===== src/hdl/lpg_pkg.sv =====
package lpg_pkg;

	// Width of one coordinate field on the ports.
	localparam int unsigned FIELD_W = 6;

	// Slave word: x_start, y_start, x_end, y_end from the lowest bit up.
	localparam int unsigned S_DATA_W = 4 * FIELD_W;

	// Master word: point_x, point_y, then zero fill to a whole byte count.
	localparam int unsigned M_DATA_W = ((2 * FIELD_W + 7) / 8) * 8;

	// Sequencer states.
	typedef enum logic [2:0] {
		ST_IDLE = 3'b001,
		ST_DIV  = 3'b010,
		ST_EMIT = 3'b100
	} state_t;

endpackage


===== src/hdl/lpg_div.sv =====
module lpg_div #(
	parameter int unsigned W = 6
) (
	input  logic         clk,
	input  logic         arst_n,
	input  logic         start,
	input  logic [W-1:0] dividend,
	input  logic [W-1:0] divisor,
	output logic         done,
	output logic [W-1:0] quot,
	output logic [W-1:0] rem
);

	localparam int unsigned CNT_W = $clog2(W + 1);

	logic             busy_q;
	logic             done_q;
	logic [CNT_W-1:0] cnt_q;
	logic [W-1:0]     dvd_q;
	logic [W-1:0]     rem_q;
	logic [W-1:0]     dvs_q;
	logic [W:0]       shifted;
	logic [W:0]       trial;
	logic             fits;

	// One restoring step: bring down the next dividend bit and try a subtract.
	assign shifted = {rem_q, dvd_q[W-1]};
	assign trial   = shifted - {1'b0, dvs_q};
	assign fits    = (shifted >= {1'b0, dvs_q});

	// Step counter and control.
	always_ff @(posedge clk or negedge arst_n) begin
		if (!arst_n) begin
			busy_q <= 1'b0;
			done_q <= 1'b0;
			cnt_q  <= '0;
		end else begin
			done_q <= 1'b0;
			if (start) begin
				busy_q <= 1'b1;
				cnt_q  <= CNT_W'(W);
			end else if (busy_q) begin
				cnt_q <= cnt_q - CNT_W'(1);
				if (cnt_q == CNT_W'(1)) begin
					busy_q <= 1'b0;
					done_q <= 1'b1;
				end
			end
		end
	end

	// Quotient bits shift into the dividend register as its bits are used up.
	always_ff @(posedge clk) begin
		if (start) begin
			dvd_q <= dividend;
			dvs_q <= divisor;
			rem_q <= '0;
		end else if (busy_q) begin
			dvd_q <= {dvd_q[W-2:0], fits};
			rem_q <= fits ? trial[W-1:0] : shifted[W-1:0];
		end
	end

	assign done = done_q;
	assign quot = dvd_q;
	assign rem  = rem_q;

endmodule


===== src/hdl/line_point_generator.sv =====
// Line point generator: rasterizes the line between two endpoints.
//
// Slave channel: one word carries both endpoints. The block takes a word
// only while idle (s_tready high) and then works on that line alone.
// Master channel: one word per point of the line, x ascending, or y
// ascending when both x values match; m_tlast marks the final point.
//
// A sloped line first passes through the restoring divider, which works
// out the whole and fractional step of y per x, one quotient bit a cycle.
// After that the points leave at one per cycle while the receiver keeps
// m_tready high. A vertical run skips the divider.
//
// The output register lets the block accept the next line while the last
// point of the previous one still waits. When the receiver stalls, the
// point held on the master side stays put and the stepping waits with it.
// Reset returns the sequencer to idle and drops m_tvalid.
module line_point_generator #(
	parameter int unsigned COORD_BITS = 6
) (
	input  logic                         clk,
	input  logic                         arst_n,
	input  logic                         s_tvalid,
	output logic                         s_tready,
	// x_start[5:0], y_start[11:6], x_end[17:12], y_end[23:18]
	input  logic [lpg_pkg::S_DATA_W-1:0] s_tdata,
	output logic                         m_tvalid,
	input  logic                         m_tready,
	// point_x[5:0], point_y[11:6], zero fill[15:12]
	output logic [lpg_pkg::M_DATA_W-1:0] m_tdata,
	output logic                         m_tlast
);

	import lpg_pkg::*;

	localparam int unsigned C = COORD_BITS;

	state_t state_q;

	logic [C-1:0] xs, ys, xe, ye;
	logic [C-1:0] xa, ya, xb, yb;
	logic [C-1:0] ylo, yhi, dx, dy_mag;
	logic         swap, vert, dy_neg, in_acc;

	logic [C-1:0] x_q, base_q, acc_q, r_q, q0_q, r0_q, dx_q, cnt_q;
	logic         neg_q, xinc_q;

	logic         div_done;
	logic [C-1:0] div_quot, div_rem;

	logic [C-1:0] y_cur;
	logic [C:0]   r_sum;
	logic         carry;
	logic [C-1:0] r_next, acc_next;
	logic         step;

	logic [FIELD_W-1:0] px_q, py_q;
	logic               pl_q, mvalid_q;

	// Endpoint decode: keep the low COORD_BITS of each field.
	assign xs = s_tdata[C-1:0];
	assign ys = s_tdata[FIELD_W+C-1:FIELD_W];
	assign xe = s_tdata[2*FIELD_W+C-1:2*FIELD_W];
	assign ye = s_tdata[3*FIELD_W+C-1:3*FIELD_W];

	// Order the endpoints so x ascends, and take the slope apart into sign
	// and magnitude.
	always_comb begin
		vert   = (xs == xe);
		swap   = (xe < xs);
		xa     = swap ? xe : xs;
		ya     = swap ? ye : ys;
		xb     = swap ? xs : xe;
		yb     = swap ? ys : ye;
		ylo    = (ye < ys) ? ye : ys;
		yhi    = (ye < ys) ? ys : ye;
		dx     = xb - xa;
		dy_neg = (yb < ya);
		dy_mag = dy_neg ? (ya - yb) : (yb - ya);
	end

	assign s_tready = (state_q == ST_IDLE);
	assign in_acc   = s_tvalid && s_tready;

	lpg_div #(
		.W(C)
	) u_div (
		.clk     (clk),
		.arst_n  (arst_n),
		.start   (in_acc && !vert),
		.dividend(dy_mag),
		.divisor (dx),
		.done    (div_done),
		.quot    (div_quot),
		.rem     (div_rem)
	);

	// Point stepping: y offset is kept as quotient plus remainder over dx.
	always_comb begin
		y_cur    = neg_q ? (base_q - acc_q) : (base_q + acc_q);
		r_sum    = {1'b0, r_q} + {1'b0, r0_q};
		carry    = (r_sum >= {1'b0, dx_q});
		r_next   = carry ? C'(r_sum - {1'b0, dx_q}) : r_sum[C-1:0];
		acc_next = acc_q + q0_q + C'(carry);
	end

	assign step = (state_q == ST_EMIT) && (!mvalid_q || m_tready);

	// Sequencer.
	always_ff @(posedge clk or negedge arst_n) begin
		if (!arst_n) begin
			state_q <= ST_IDLE;
		end else begin
			case (state_q)
				ST_IDLE: begin
					if (in_acc) begin
						state_q <= vert ? ST_EMIT : ST_DIV;
					end
				end
				ST_DIV: begin
					if (div_done) begin
						state_q <= ST_EMIT;
					end
				end
				ST_EMIT: begin
					if (step && (cnt_q == '0)) begin
						state_q <= ST_IDLE;
					end
				end
				default: begin
					state_q <= ST_IDLE;
				end
			endcase
		end
	end

	// Line setup and per-point stepping registers.
	always_ff @(posedge clk) begin
		if (in_acc) begin
			x_q    <= vert ? xs : xa;
			base_q <= vert ? ylo : ya;
			neg_q  <= vert ? 1'b0 : dy_neg;
			cnt_q  <= vert ? (yhi - ylo) : dx;
			dx_q   <= vert ? C'(1) : dx;
			xinc_q <= !vert;
			acc_q  <= '0;
			r_q    <= '0;
			q0_q   <= C'(1);
			r0_q   <= '0;
		end else if (div_done) begin
			q0_q <= div_quot;
			r0_q <= div_rem;
		end else if (step) begin
			x_q   <= x_q + C'(xinc_q);
			acc_q <= acc_next;
			r_q   <= r_next;
			cnt_q <= cnt_q - C'(1);
		end
	end

	// Output register.
	always_ff @(posedge clk or negedge arst_n) begin
		if (!arst_n) begin
			mvalid_q <= 1'b0;
		end else if (step) begin
			mvalid_q <= 1'b1;
		end else if (m_tready) begin
			mvalid_q <= 1'b0;
		end
	end

	always_ff @(posedge clk) begin
		if (step) begin
			px_q <= FIELD_W'(x_q);
			py_q <= FIELD_W'(y_cur);
			pl_q <= (cnt_q == '0);
		end
	end

	assign m_tvalid = mvalid_q;
	assign m_tdata  = {{(M_DATA_W - 2 * FIELD_W){1'b0}}, py_q, px_q};
	assign m_tlast  = pl_q;

	// A taken line keeps the slave side closed on the next cycle.
	a_busy_after_accept: assert property (@(posedge clk) disable iff (!arst_n)
		in_acc |=> !s_tready)
		else $error("slave side still open after a line was taken");

	// The divider only finishes while the sequencer waits for it.
	a_div_done_in_div: assert property (@(posedge clk) disable iff (!arst_n)
		div_done |-> (state_q == ST_DIV))
		else $error("divider finished outside the divide state");

	// Stepping always compares the remainder against a nonzero divisor.
	a_dx_nonzero: assert property (@(posedge clk) disable iff (!arst_n)
		(state_q == ST_EMIT) |-> (dx_q != '0))
		else $error("zero step divisor while emitting points");

	// The final point of a line closes the sequencer on the next cycle.
	a_last_to_idle: assert property (@(posedge clk) disable iff (!arst_n)
		(step && (cnt_q == '0)) |=> (state_q == ST_IDLE) && m_tvalid && m_tlast)
		else $error("final point did not end the line");

endmodule


===== config.mk =====
export PLATFORM = sky130hd
export DESIGN_NAME = line_point_generator
export DESIGN_NICKNAME = d
export VERILOG_FILES = /design/src/hdl/lpg_pkg.sv /design/src/hdl/lpg_div.sv /design/src/hdl/line_point_generator.sv
export SDC_FILE = /design/constraint.sdc
export NUM_CORES = 1
export LEC_CHECK = 0
export ABC_AREA = 1
export BUFFER_PORTS_ARGS = -buffer_cell sky130_fd_sc_hd__buf_2
export CAP_MARGIN = 20
export CORE_MARGIN = 3
export CORE_UTILIZATION = 40
export DETAILED_ROUTE_END_ITERATION = 8
export PLACE_DENSITY = 0.56
export SLEW_MARGIN = 5
export SYNTH_ARGS = -nofsm -noshare
export SYNTH_HDL_FRONTEND = slang
export SYNTH_SLANG_ARGS = --single-unit

===== constraint.sdc =====
create_clock -name clk -period 3.84 [get_ports clk]
set_input_delay 0.192 -clock clk [delete_from_list [all_inputs] [get_ports clk]]
set_output_delay 0.192 -clock clk [all_outputs]
set_load 0.02 [all_outputs]

==> results by group, run 1 <==
Synthesis
  – Synthesized-area fraction occupied by adder cells: 11.7%
  – Cells after synthesis: 839
  – Post-synth top area cell: edfxtp_1
  – Commonest register cell after synthesis: edfxtp_1
  – Main area contributors after synthesis: edfxtp_1 24%, nand2_1 15%, ha_1 9.8%
  – Post-synth ARST share: 10.0%
  – Synth top area share: 24.1%
  – Ys Warns: 0
  – Synthesized area: 6350 um2
  – Synth unique cells: 47
  – Commonest cells post-synth: 251 x nand2_1, 119 x inv_1, 59 x nand3_1, 51 x edfxtp_1, 50 x ha_1
  – Multiplexer share of the synthesized area: 0%
  – Synthesized area per cell: 7.57 um2
  – Number of enable flip-flop cells after synthesis: 51
  – Largest family of logic cells by synthesized area: simple AND/OR/NAND/NOR gates
  – XOR/XNOR Fraction of Synth Area: 4.00%
  – Simple-gate share of the synthesized area: 27.1%
  – Synth Register Bits: 90
  – Compound-Gate Fraction of Synth Area: 10.7%
  – Most common cell in the synthesized netlist: nand2_1
  – Post-synthesis sequential area ratio: 37.1%

STA
  – Final Slew Violations: 0
  – Fmax: 0.279 GHz
  – Setup TNS: 0 ns
  – Final Worst Setup Slack: 0.256 ns
  – Slew @ Worst Pin: 0.788 ns
  – Final Cycle Share: 93.3%
  – Final setup viols: 0
  – Final min period: 3.58 ns
  – Fin. Hold Viols: 0
  – Max Clock Skew: 0.0113 ns
  – Relative slew slack: 47.3%

Power and ir drop
  – Pint: 3080 uW
  – Maximum vdd ir drop: 0.294 mV
  – Clock power frac: 16.4%
  – Switch Pwr: 2200 uW
  – Logic gate share of total power: 50.5%
  – Static leakage: 0.00354 uW
  – Pwr per Cell Area: 737 nW/um2
  – Seq pwr share: 33.1%
  – Switching share of power: 41.7%
  – Total power: 5280 uW

Drt
  – Total iterations of the first detailed-routing run: 5
  – DR vias: 5455
  – Wire per inst: 14.0 um
  – Via/cell ratio: 4.95
  – Antenna-violating nets left: 0
  – # DRC: 0
  – WL final: 15.4 mm
  – Iteration-0 DRC Markers: 443

Global route
  – Initial antenna violation count: 0
  – Largest net degree at the start of global routing: 39
  – GR Overflow Total: 0
  – GRT Resource Usage Total: 17.4%
  – Vias in the first global route: 4812
  – First-pass GRT wire length: 24.6 mm

Final layout
  – Area growth, synth to finish: 12.6%
  – Fill count: 1584
  – Inserted Diodes: 0
  – Fraction of layout cells with a size suffix above 1: 11.2%
  – Finished Layout Cells: 1101
  – FF/Latch Area: 2360 um2
  – Area of the multi-input gates: 3460 um2
  – Nets: 969

Hold path
  – Hold Crit Class: in2reg

Critical path
  – CP arrival: 3.82 ns
  – Crit-path slowest cell: ha_1
  – CP most frequent cell: nand2_1
  – Critical Setup Path Class: reg2reg
  – Startpoint Class: register
  – CP max stage delay: 0.38 ns
  – Worst setup EP type: register
  – Crit Path Max Fanout: 4
  – CP Data Required Time: 4.07 ns

Clock network
  – CTS Sinks: 90
  – Max H-tree Level: 3
  – Clock Latency Late Sink: 0.34 ns
  – Clock transition at path regs: 0.07 ns
  – Clock root buffer: clkbuf_16
  – Maximum clock insertion buffer count: 2
  – CTS tree: built
  – Num CTS Buffers: 9

Place
  – PortBufs: 42
  – Pre-CTS setup slack: 0.00429 ns
  – Routability cong.: 0.867
  – Placed Cells: 1084
  – HPWL Detailed: 11.7 mm

Status
  – Run status: finished clean

Floorplanning
  – Starting Density: 41.3%
  – Core area: 15400 um2
  – Rows: 45
  – Die area: 17400 um2
  – Die width: 132 um
  – I/O pin cnt: 47
  – Die height: 132 um

Job
  – MaxCap Viol Count: 0
==> path summary, 6_finish.rpt <==
check                                     from  slack [ns]  cells after the start                endpoint
setup / recovery           r_q[2]$_SDFFE_PP0P_        0.26                     25   acc_q[5]$_SDFFE_PP0P_
hold / removal                        s_tvalid        0.03                      2  state_q[0]$_DFFE_PN1P_
setup reg to reg           r_q[2]$_SDFFE_PP0P_        0.26                     25   acc_q[5]$_SDFFE_PP0P_
hold reg to reg               x_q[3]$_DFFE_PP_        0.46                      0       px_q[3]$_DFFE_PP_
max in group asynchronous               arst_n        3.36                      2  state_q[0]$_DFFE_PN1P_
min in group asynchronous               arst_n        0.23                      2    m_tvalid$_DFFE_PN0P_
==> kinds of logic after synthesis <==
logic type | count (synthesis)
xor gates and xnor gates | 29
and+or+nand+nor | 399
other | 1
adders and majority gates | 56
AOI/OAI and AO/OA | 120
DFF | 90
buffers and inverters | 144
==> registers in the layout, indices dropped and copies added, names as in the netlist, 3 cells and up <==
| name | cells |
|---|---|
| acc_q | 6 |
| base_q | 6 |
| cnt_q | 6 |
| dx_q | 6 |
| px_q | 6 |
| py_q | 6 |
| q0_q | 6 |
| r0_q | 6 |
| r_q | 6 |
| u_div.dvs_q | 6 |
| u_div.quot | 6 |
| u_div.rem | 6 |
| x_q | 6 |
| state_q | 3 |
| u_div.cnt_q | 3 |
==> metal layers <==
layer,global-route usage (%),routed length [um],up-vias
met4,4.61,245,0
met2,27.1,6880,103
li1,-,-,2843
met1,25.2,7680,2494
met3,2.60,586,15
met5,0,0,-
==> critical path, delay by kind of cell (launching register included) <==
family | cells | cell delay [ns]
and+or+nand+nor | 13 | 1.15
adders and majority gates | 3 | 1.04
buffers and inverters | 2 | 0.13
xor gates and xnor gates | 1 | 0.17
AOI/OAI and AO/OA | 6 | 0.69
DFF | 1 | 0.32
==> placed cells by master, fill, tap and decap left out, drive strengths merged, types with 3 or more instances in the layout <==
cell type    n
conb         4
nand4       19
clkbuf      11
ha          50
dfrtp        8
o211ai       6
nand2      255
o21a         4
o22ai        3
a21o         3
fa           6
edfxtp      51
a31oi        4
inv        120
o21ai       49
dfxtp       30
a21oi       42
nand3       64
buf         55
or2          3
nor3         4
xor2        21
xnor2        8
nor2        50
==> per-stage QoR <==
stage,hold slack (ns),instance area [um2],util [%]
final,0.0258,7160,46.6
after global routing,0.0337,7160,46.6
after CTS,0.0121,7120,46.3
after detailed placement,0.0580,6810,44.3
after global placement,0.0563,6810,44.3
after floorplan,-0.104,6360,-
==> power by group through the flow <==
stage               Sequential (uW)  Combinational [uW]  Clock [uW]
floorplan                      1710                1960           0
global placement               1760                2570           0
detailed placement             1760                2590           0
CTS                            1750                2610         891
global route                   1800                3040         925
finish                         1750                2660         867
==> cell type report <==
class,count,area share [%]
tap,211,3.69
sequential,90,33.0
timing repair buffer,56,4.62
multi-input combinational,608,48.4
clock inverter,5,0.769
inverter,120,6.29
clock buffer,11,3.25
==> what timing repair did <==
| item | in CTS | in global routing |
|---|---|---|
| buffers inserted | 0 | 0 |
| pin swaps | 0 | 1 |
| resized for setup | 1 | 11 |
| hold buffers | 1 | 0 |
| endpoints found under the setup margin | 1 | 2 |
| hold endpoints to repair | 9 | 0 |
| cloned | 0 | 0 |
Power figures use the tool's default switching activity.
==> run 2, diff against run 1 <==
--- a/config.mk
+++ b/config.mk
@@ -10,7 +10,9 @@
 export CAP_MARGIN = 20
 export CORE_MARGIN = 3
 export CORE_UTILIZATION = 40
+export CTS_BUF_LIST = sky130_fd_sc_hd__clkbuf_4
 export DETAILED_ROUTE_END_ITERATION = 8
+export MAX_ROUTING_LAYER = met4
 export PLACE_DENSITY = 0.56
 export SLEW_MARGIN = 5
 export SYNTH_ARGS = -nofsm -noshare
==> run 2 against run 1 <==
Design area down 1.8%. First-iteration DRC count up 1.8%. Non-clock buffer count rose by 2. Global-route usage up 0.56 points. Combinational power is essentially flat. Routed wire length down 1.2%. Sequential cell count unchanged. Via count shrank 0.18%. Largest cell class unchanged. Highest routed layer unchanged.
==> results by group, run 2 (same netlist as run 1, synthesis figures left out) <==
Clock network
  – Number of post-CTS setup repair buffers: 0
  – Clock root buffer: clkbuf_4
  – CTS Sinks: 90
  – Maximum clock insertion buffer count: 2
  – CTS tree: built
  – Max H-tree Level: 3
  – Clock Latency Late Sink: 0.47 ns
  – Clock transition at path regs: 0.16 ns
  – Num CTS Buffers: 9

STA
  – Fin. Hold Viols: 0
  – Final min period: 3.62 ns
  – Final Worst Setup Slack: 0.223 ns
  – Final setup viols: 0
  – Max Clock Skew: 0.0283 ns
  – Slew @ Worst Pin: 0.788 ns
  – Final Slew Violations: 0
  – Setup TNS: 0 ns
  – Relative slew slack: 47.4%
  – Final Cycle Share: 94.2%
  – Fmax: 0.276 GHz

Drt
  – Wire per inst: 13.8 um
  – DR vias: 5445
  – Iteration-0 DRC Markers: 451
  – # DRC: 0
  – Total iterations of the first detailed-routing run: 5
  – Via/cell ratio: 4.93
  – WL final: 15.2 mm
  – Antenna-violating nets left: 0

Critical path
  – CP arrival: 3.98 ns
  – Worst R2R Setup Slack: 0.22 ns
  – Worst r2r path cells: 25
  – Critical Setup Path Class: reg2reg
  – Worst r2r src: r0_q[0]$_SDFFE_PP0P_
  – CP Data Required Time: 4.20 ns
  – Startpoint Class: register
  – R2R Path End: acc_q[5]$_SDFFE_PP0P_
  – Crit Path Max Fanout: 5
  – Worst setup EP type: register

Floorplanning
  – Rows: 45
  – Die area: 17400 um2
  – I/O pin cnt: 47
  – Die height: 132 um
  – Die width: 132 um
  – Starting Density: 41.3%
  – Core area: 15400 um2

Global route
  – Initial antenna violation count: 1
  – M2 GR Usage: 27.1%
  – GRT Resource Usage Total: 17.9%
  – First-pass GRT wire length: 24.5 mm
  – GRT met1 Usage: 25.3%
  – Largest net degree at the start of global routing: 39
  – Vias in the first global route: 4787
  – GR Overflow Total: 0
  – Top Usage Layer GRT: met2
  – Met3 usage: 2.18%

Job
  – MaxCap Viol Count: 0

Place
  – HPWL Detailed: 11.7 mm
  – Routability cong.: 0.881
  – PortBufs: 42
  – Pre-CTS setup slack: 0.00429 ns

Hold path
  – Hold Crit Class: in2async

Power and ir drop
  – Pwr per Cell Area: 700 nW/um2
  – Maximum vdd ir drop: 0.200 mV
  – Static leakage: 0.00349 uW

Final layout
  – Fraction of layout cells with a size suffix above 1: 11.4%
  – Most frequent cells in the layout: 251 x nand2_1, 119 x inv_1, 59 x nand3_1, 51 x edfxtp_1
  – Nets: 971
  – Area growth, synth to finish: 10.6%
  – Commonest non-fill, non-tap cell in the layout: nand2_1

Status
  – Run status: finished clean
-- run 2: repair_timing --
item | 4_1_cts | 5_1_grt
resized for setup | 1 | 11
hold endpoints to repair | 11 | 0
endpoints found under the setup margin | 1 | 2
hold buffers | 3 | 0
-- run 2: power by group --
| group | leakage (uW) | total (uW) | internal, uW | switching, uW |
|---|---|---|---|---|
| registers | 0.000831 | 1740 | 1510 | 234 |
| clock network | 0.0000707 | 536 | 211 | 326 |
| logic | 0.00258 | 2640 | 1060 | 1580 |
| total | 0.00349 | 4920 | 2780 | 2140 |
-- run 2: worst max-delay path by stage --
| stage | from | endpoint | slack (ns) | cells after the start |
|---|---|---|---|---|
| final | r0_q[0]$_SDFFE_PP0P_ | acc_q[5]$_SDFFE_PP0P_ | 0.22 | 25 |
| after global routing | r_q[0]$_SDFFE_PP0P_ | acc_q[5]$_SDFFE_PP0P_ | -0.04 | 25 |
| after CTS | r_q[0]$_SDFFE_PP0P_ | acc_q[5]$_SDFFE_PP0P_ | 0.009 | 25 |
| after detailed placement | r_q[0]$_SDFFE_PP0P_ | acc_q[5]$_SDFFE_PP0P_ | 0.004 | 25 |
| after global placement | r_q[0]$_SDFFE_PP0P_ | acc_q[5]$_SDFFE_PP0P_ | 0.03 | 25 |
| after floorplan | r_q[0]$_SDFFE_PP0P_ | acc_q[5]$_SDFFE_PP0P_ | 0.04 | 26 |
-- run 2: area by class of cell --
class                           count  area (um2)
Fill cell                        1603        8350
Multi-Input combinational cell    608        3460
Sequential cell                    90        2360
Inverter                          120         450
Timing Repair Buffer               58         350
Tap cell                          211         264
Clock buffer                       11        82.6
Clock inverter                      5        55.1
Antenna cell                        1        2.50
-- run 2: worst max-delay path, stage by stage (launching register included) --
cell     delay, ns
dfxtp_1       0.36
ha_2          0.19
inv_1         0.05
fa_2          0.37
xnor2_2       0.25
ha_4          0.26
a21oi_2       0.15
nand2_1       0.07
nand2_1       0.07
nand2_1       0.06
a21oi_2       0.13
nand2_1       0.06
nand2_1       0.05
nand2_1       0.08
fa_2          0.35
nand3_1       0.09
nand2_1       0.07
nand2_1       0.08
nand2_1       0.05
a21oi_1       0.12
inv_1         0.06
o21ai_1       0.11
a21oi_1       0.06
or2_2         0.27
nand2_1       0.06
a21oi_1       0.05
-- run 2: per-layer routing --
layer / vias up / share of wire [%]
li1: 2840 / -
met1: 2484 / 50
met2: 108 / 45
met3: 13 / 3.9
met4: 0 / 1.3
met5: - / 0
-- run 2: metrics by stage --
stage | hold slack (ns) | cells | total power [uW] | util (%) | instance area [um2]
after floorplan | -0.104 | 842 | 3670 | - | 6360
after global placement | 0.0563 | 1084 | 4330 | 44.3 | 6810
after detailed placement | 0.0580 | 1084 | 4350 | 44.3 | 6810
after CTS | 0.0511 | 1103 | 4900 | 45.4 | 6990
after global routing | 0.0785 | 1104 | 5420 | 45.7 | 7030
final | 0.0834 | 1104 | 4920 | 45.7 | 7030
==> run 3, diff against run 2 <==
--- a/config.mk
+++ b/config.mk
@@ -5,7 +5,7 @@
 export SDC_FILE = /design/constraint.sdc
 export NUM_CORES = 1
 export LEC_CHECK = 0
-export ABC_AREA = 1
+export ABC_AREA = 0
 export BUFFER_PORTS_ARGS = -buffer_cell sky130_fd_sc_hd__buf_2
 export CAP_MARGIN = 20
 export CORE_MARGIN = 3
==> run 3 against run 2 <==
The flow now finishes with violations (setup timing). Clock-buffer cell count unchanged. Sequential power down 10%. Global-route usage grew 0.77 points. Non-clock buffer count grew 24. Critical path depth down 4. Fmax is 6.6% lower. Synthesized cell count shrank 21%. Via count fell by 10%. Sequential cell count did not move. Sequential share of layout area shrank 0.10 points. Critical endpoint unchanged. Largest cell class unchanged. Highest routed layer unchanged.
==> results by group, run 3 <==
Status
  – Run status: complete, but fails checks
  – Failing checks: setup timing

Critical path
  – Crit-path slowest cell: fa_2
  – Worst r2r src: r0_q[0]$_SDFFE_PP0P_
  – Critical Setup Path Class: reg2reg
  – CP arrival: 4.24 ns
  – Startpoint Class: register
  – Worst setup EP type: register
  – CP max stage delay: 0.54 ns
  – CP Data Required Time: 4.21 ns
  – Worst r2r path cells: 21
  – Worst path top cell family by delay: compound AO/OA/AOI/OAI gates
  – Worst R2R Setup Slack: -0.03 ns
  – CP cell instances: ha_4 > inv_2 > fa_2 > inv_4 > ha_4 > nor2b_4 > o21ai_4 > a21boi_2 > o21ai_1 > nand2b_1 > a31o_2 > a21oi_4 > inv_2 > fa_2 > a21o_1 > a21oi_2 > o21bai_1 > a21oi_1 > xor2_1 > or3_1 > a21oi_2
  – Crit path buffers/inverters: 3
  – R2R Path End: acc_q[5]$_SDFFE_PP0P_
  – Crit Path Max Fanout: 3

Drt
  – WL final: 14.8 mm
  – Antenna-violating nets left: 0
  – DR vias: 4885
  – Via/cell ratio: 5.30
  – Iteration-0 DRC Markers: 292
  – Total iterations of the first detailed-routing run: 5
  – Wire per inst: 16.0 um
  – # DRC: 0

Hold path
  – Hold Crit Class: in2async

Synthesis
  – Synth unique cells: 70
  – Synth Register Bits: 90
  – Most common cell in the synthesized netlist: nand2_1
  – Synthesized area: 6140 um2
  – Synthesized area per cell: 9.25 um2
  – Commonest cells post-synth: 62 x nand2_1, 60 x nor2_1, 58 x inv_1, 51 x edfxtp_1, 50 x ha_1
  – Ys Warns: 0
  – Number of enable flip-flop cells after synthesis: 51
  – Synth top area share: 24.9%
  – Post-synth top area cell: edfxtp_1
  – Commonest register cell after synthesis: edfxtp_1
  – Post-synthesis sequential area ratio: 38.4%
  – Main area contributors after synthesis: edfxtp_1 25%, ha_1 10%, dfxtp_1 9.8%
  – Cells after synthesis: 664
  – Post-synth ARST share: 10.0%

Final layout
  – Fin area: 7050 um2
  – Area growth, synth to finish: 14.7%
  – Fraction of layout cells with a size suffix above 1: 18.0%
  – Commonest non-fill, non-tap cell in the layout: nand2_1
  – Nets: 816
  – Fin util: 47.8%
  – Most frequent cells in the layout: 62 x nand2_1, 57 x nor2_1, 54 x inv_1, 51 x edfxtp_1, 48 x ha_1

Floorplanning
  – Rows: 44
  – Starting Density: 41.6%
  – I/O pin cnt: 47
  – Die area: 16900 um2
  – Die width: 130 um
  – Core area: 14800 um2
  – Die height: 130 um

STA
  – Slew @ Worst Pin: 0.948 ns
  – Final Worst Setup Slack: -0.0337 ns
  – Max Clock Skew: 0.0155 ns
  – RSZ-0062 raised after global routing: true
  – Final Cycle Share: 101%
  – Final setup viols: 1
  – Final min period: 3.87 ns
  – Fmax: 0.258 GHz
  – Final Slew Violations: 0
  – Fin. Hold Viols: 0
  – Relative slew slack: 36.3%
  – WHS: 0.0986 ns

Clock network
  – Maximum clock insertion buffer count: 2
  – Max H-tree Level: 3
  – Clock Latency Late Sink: 0.44 ns
  – Clock root buffer: clkbuf_4
  – Num CTS Buffers: 9
  – CTS Sinks: 90
  – Clock transition at path regs: 0.14 ns
  – CTS tree: built

Power and ir drop
  – Static leakage: 0.00312 uW
  – Total power: 3930 uW
  – Maximum vdd ir drop: 0.169 mV
  – Pwr per Cell Area: 557 nW/um2

Place
  – Pre-CTS setup slack: -0.103 ns
  – Routability cong.: 0.875
  – PortBufs: 42
  – HPWL Detailed: 11.4 mm
  – Placed Area: 6660 um2

Global route
  – First-pass GRT wire length: 24.3 mm
  – Initial antenna violation count: 1
  – Largest net degree at the start of global routing: 35
  – Vias in the first global route: 4817
  – GR Overflow Total: 0
  – GRT Resource Usage Total: 18.7%

Job
  – MaxCap Viol Count: 0
==> run 3: cell count changes in the layout (fill, tap and decap cells not counted), moves of 12 or more <==
cell,previous run,this run
xnor2_1,7,22
o21ai_0,47,30
nand2_1,251,62
nor2_1,45,57
buf_4,12,37
nand4_1,19,3
inv_1,119,54
nand3_1,59,13
a21oi_1,38,25
mux2i_1,0,38
==> run 3: worst max path at each step <==
stage                               to                  from  slack [ns]  cells after the start
6_report         acc_q[5]$_SDFFE_PP0P_  r0_q[0]$_SDFFE_PP0P_       -0.03                     21
2_1_floorplan  u_div.quot[3]$_DFFE_PP_            s_tdata[4]       0.001                     18
3_5_place_dp     acc_q[4]$_SDFFE_PP0P_  r0_q[0]$_SDFFE_PP0P_       -0.10                     20
3_3_place_gp     acc_q[4]$_SDFFE_PP0P_  r0_q[0]$_SDFFE_PP0P_       -0.01                     20
5_1_grt          acc_q[5]$_SDFFE_PP0P_  r0_q[0]$_SDFFE_PP0P_       -0.24                     21
4_1_cts          acc_q[5]$_SDFFE_PP0P_  r0_q[0]$_SDFFE_PP0P_        -0.1                     21
==> run 3: worst register-to-register path, cell delays in order, from the launching register on <==
cell,delay [ns]
dfxtp_2,0.38
ha_4,0.14
inv_2,0.03
fa_2,0.54
inv_4,0.05
ha_4,0.21
nor2b_4,0.13
o21ai_4,0.16
a21boi_2,0.09
o21ai_1,0.12
nand2b_1,0.09
a31o_2,0.24
a21oi_4,0.13
inv_2,0.05
fa_2,0.35
a21o_1,0.18
a21oi_2,0.15
o21bai_1,0.09
a21oi_1,0.15
xor2_1,0.09
or3_1,0.33
a21oi_2,0.12
==> run 3: layer usage <==
metal	GRT usage, %	share of wire [%]
met2	30.2	47
met4	4.16	1.2
met1	25.5	50
met3	2.09	2.5
met5	-	0
==> run 3: area by class of cell <==
type                            count  area [um2]
Inverter                           59         224
Multi-Input combinational cell    490        3560
Clock inverter                      5        78.8
Fill cell                        1413        7700
Sequential cell                    90        2360
Tap cell                          184         230
Antenna cell                        1        2.50
Clock buffer                       11        82.6
Timing Repair Buffer               82         513
==> run 3: metrics by stage <==
| stage | cells | setup TNS (ns) |
|---|---|---|
| floorplan | 667 | 0 |
| CTS | 918 | -0.143 |
| global placement | 884 | -0.0124 |
| global route | 922 | -0.442 |
| finish | 922 | -0.0337 |
| detailed placement | 884 | -0.200 |
==> run 3: logic make-up (layout without fill, tap and decap cells) <==
| family | after synthesis | in the layout | synth area share (%) |
|---|---|---|---|
| xor+xnor | 39 | 39 | 5.56 |
| fa+ha+maj | 56 | 56 | 12.1 |
| simple gates | 207 | 207 | 16.0 |
| mux | 41 | 41 | 6.74 |
| compound gates | 143 | 143 | 15.6 |
| flops | 90 | 90 | 38.4 |
| other cells | 1 | 5 | 0.0610 |
| buf+inv | 87 | 157 | 5.60 |
==> run 3: where the power goes <==
part | switching, uW | total, uW | internal (uW)
sequential | 210 | 1560 | 1350
clock | 311 | 590 | 279
combinational | 976 | 1780 | 805
total | 1500 | 3930 | 2430
==> run 3: timing repair <==
action | 4_1_cts | 5_1_grt
buffers inserted | 16 | 5
hold buffers | 2 | 0
endpoints found under the setup margin | 2 | 3
resized for setup | 4 | 14
hold endpoints to repair | 10 | 0
pin swaps | 14 | 13
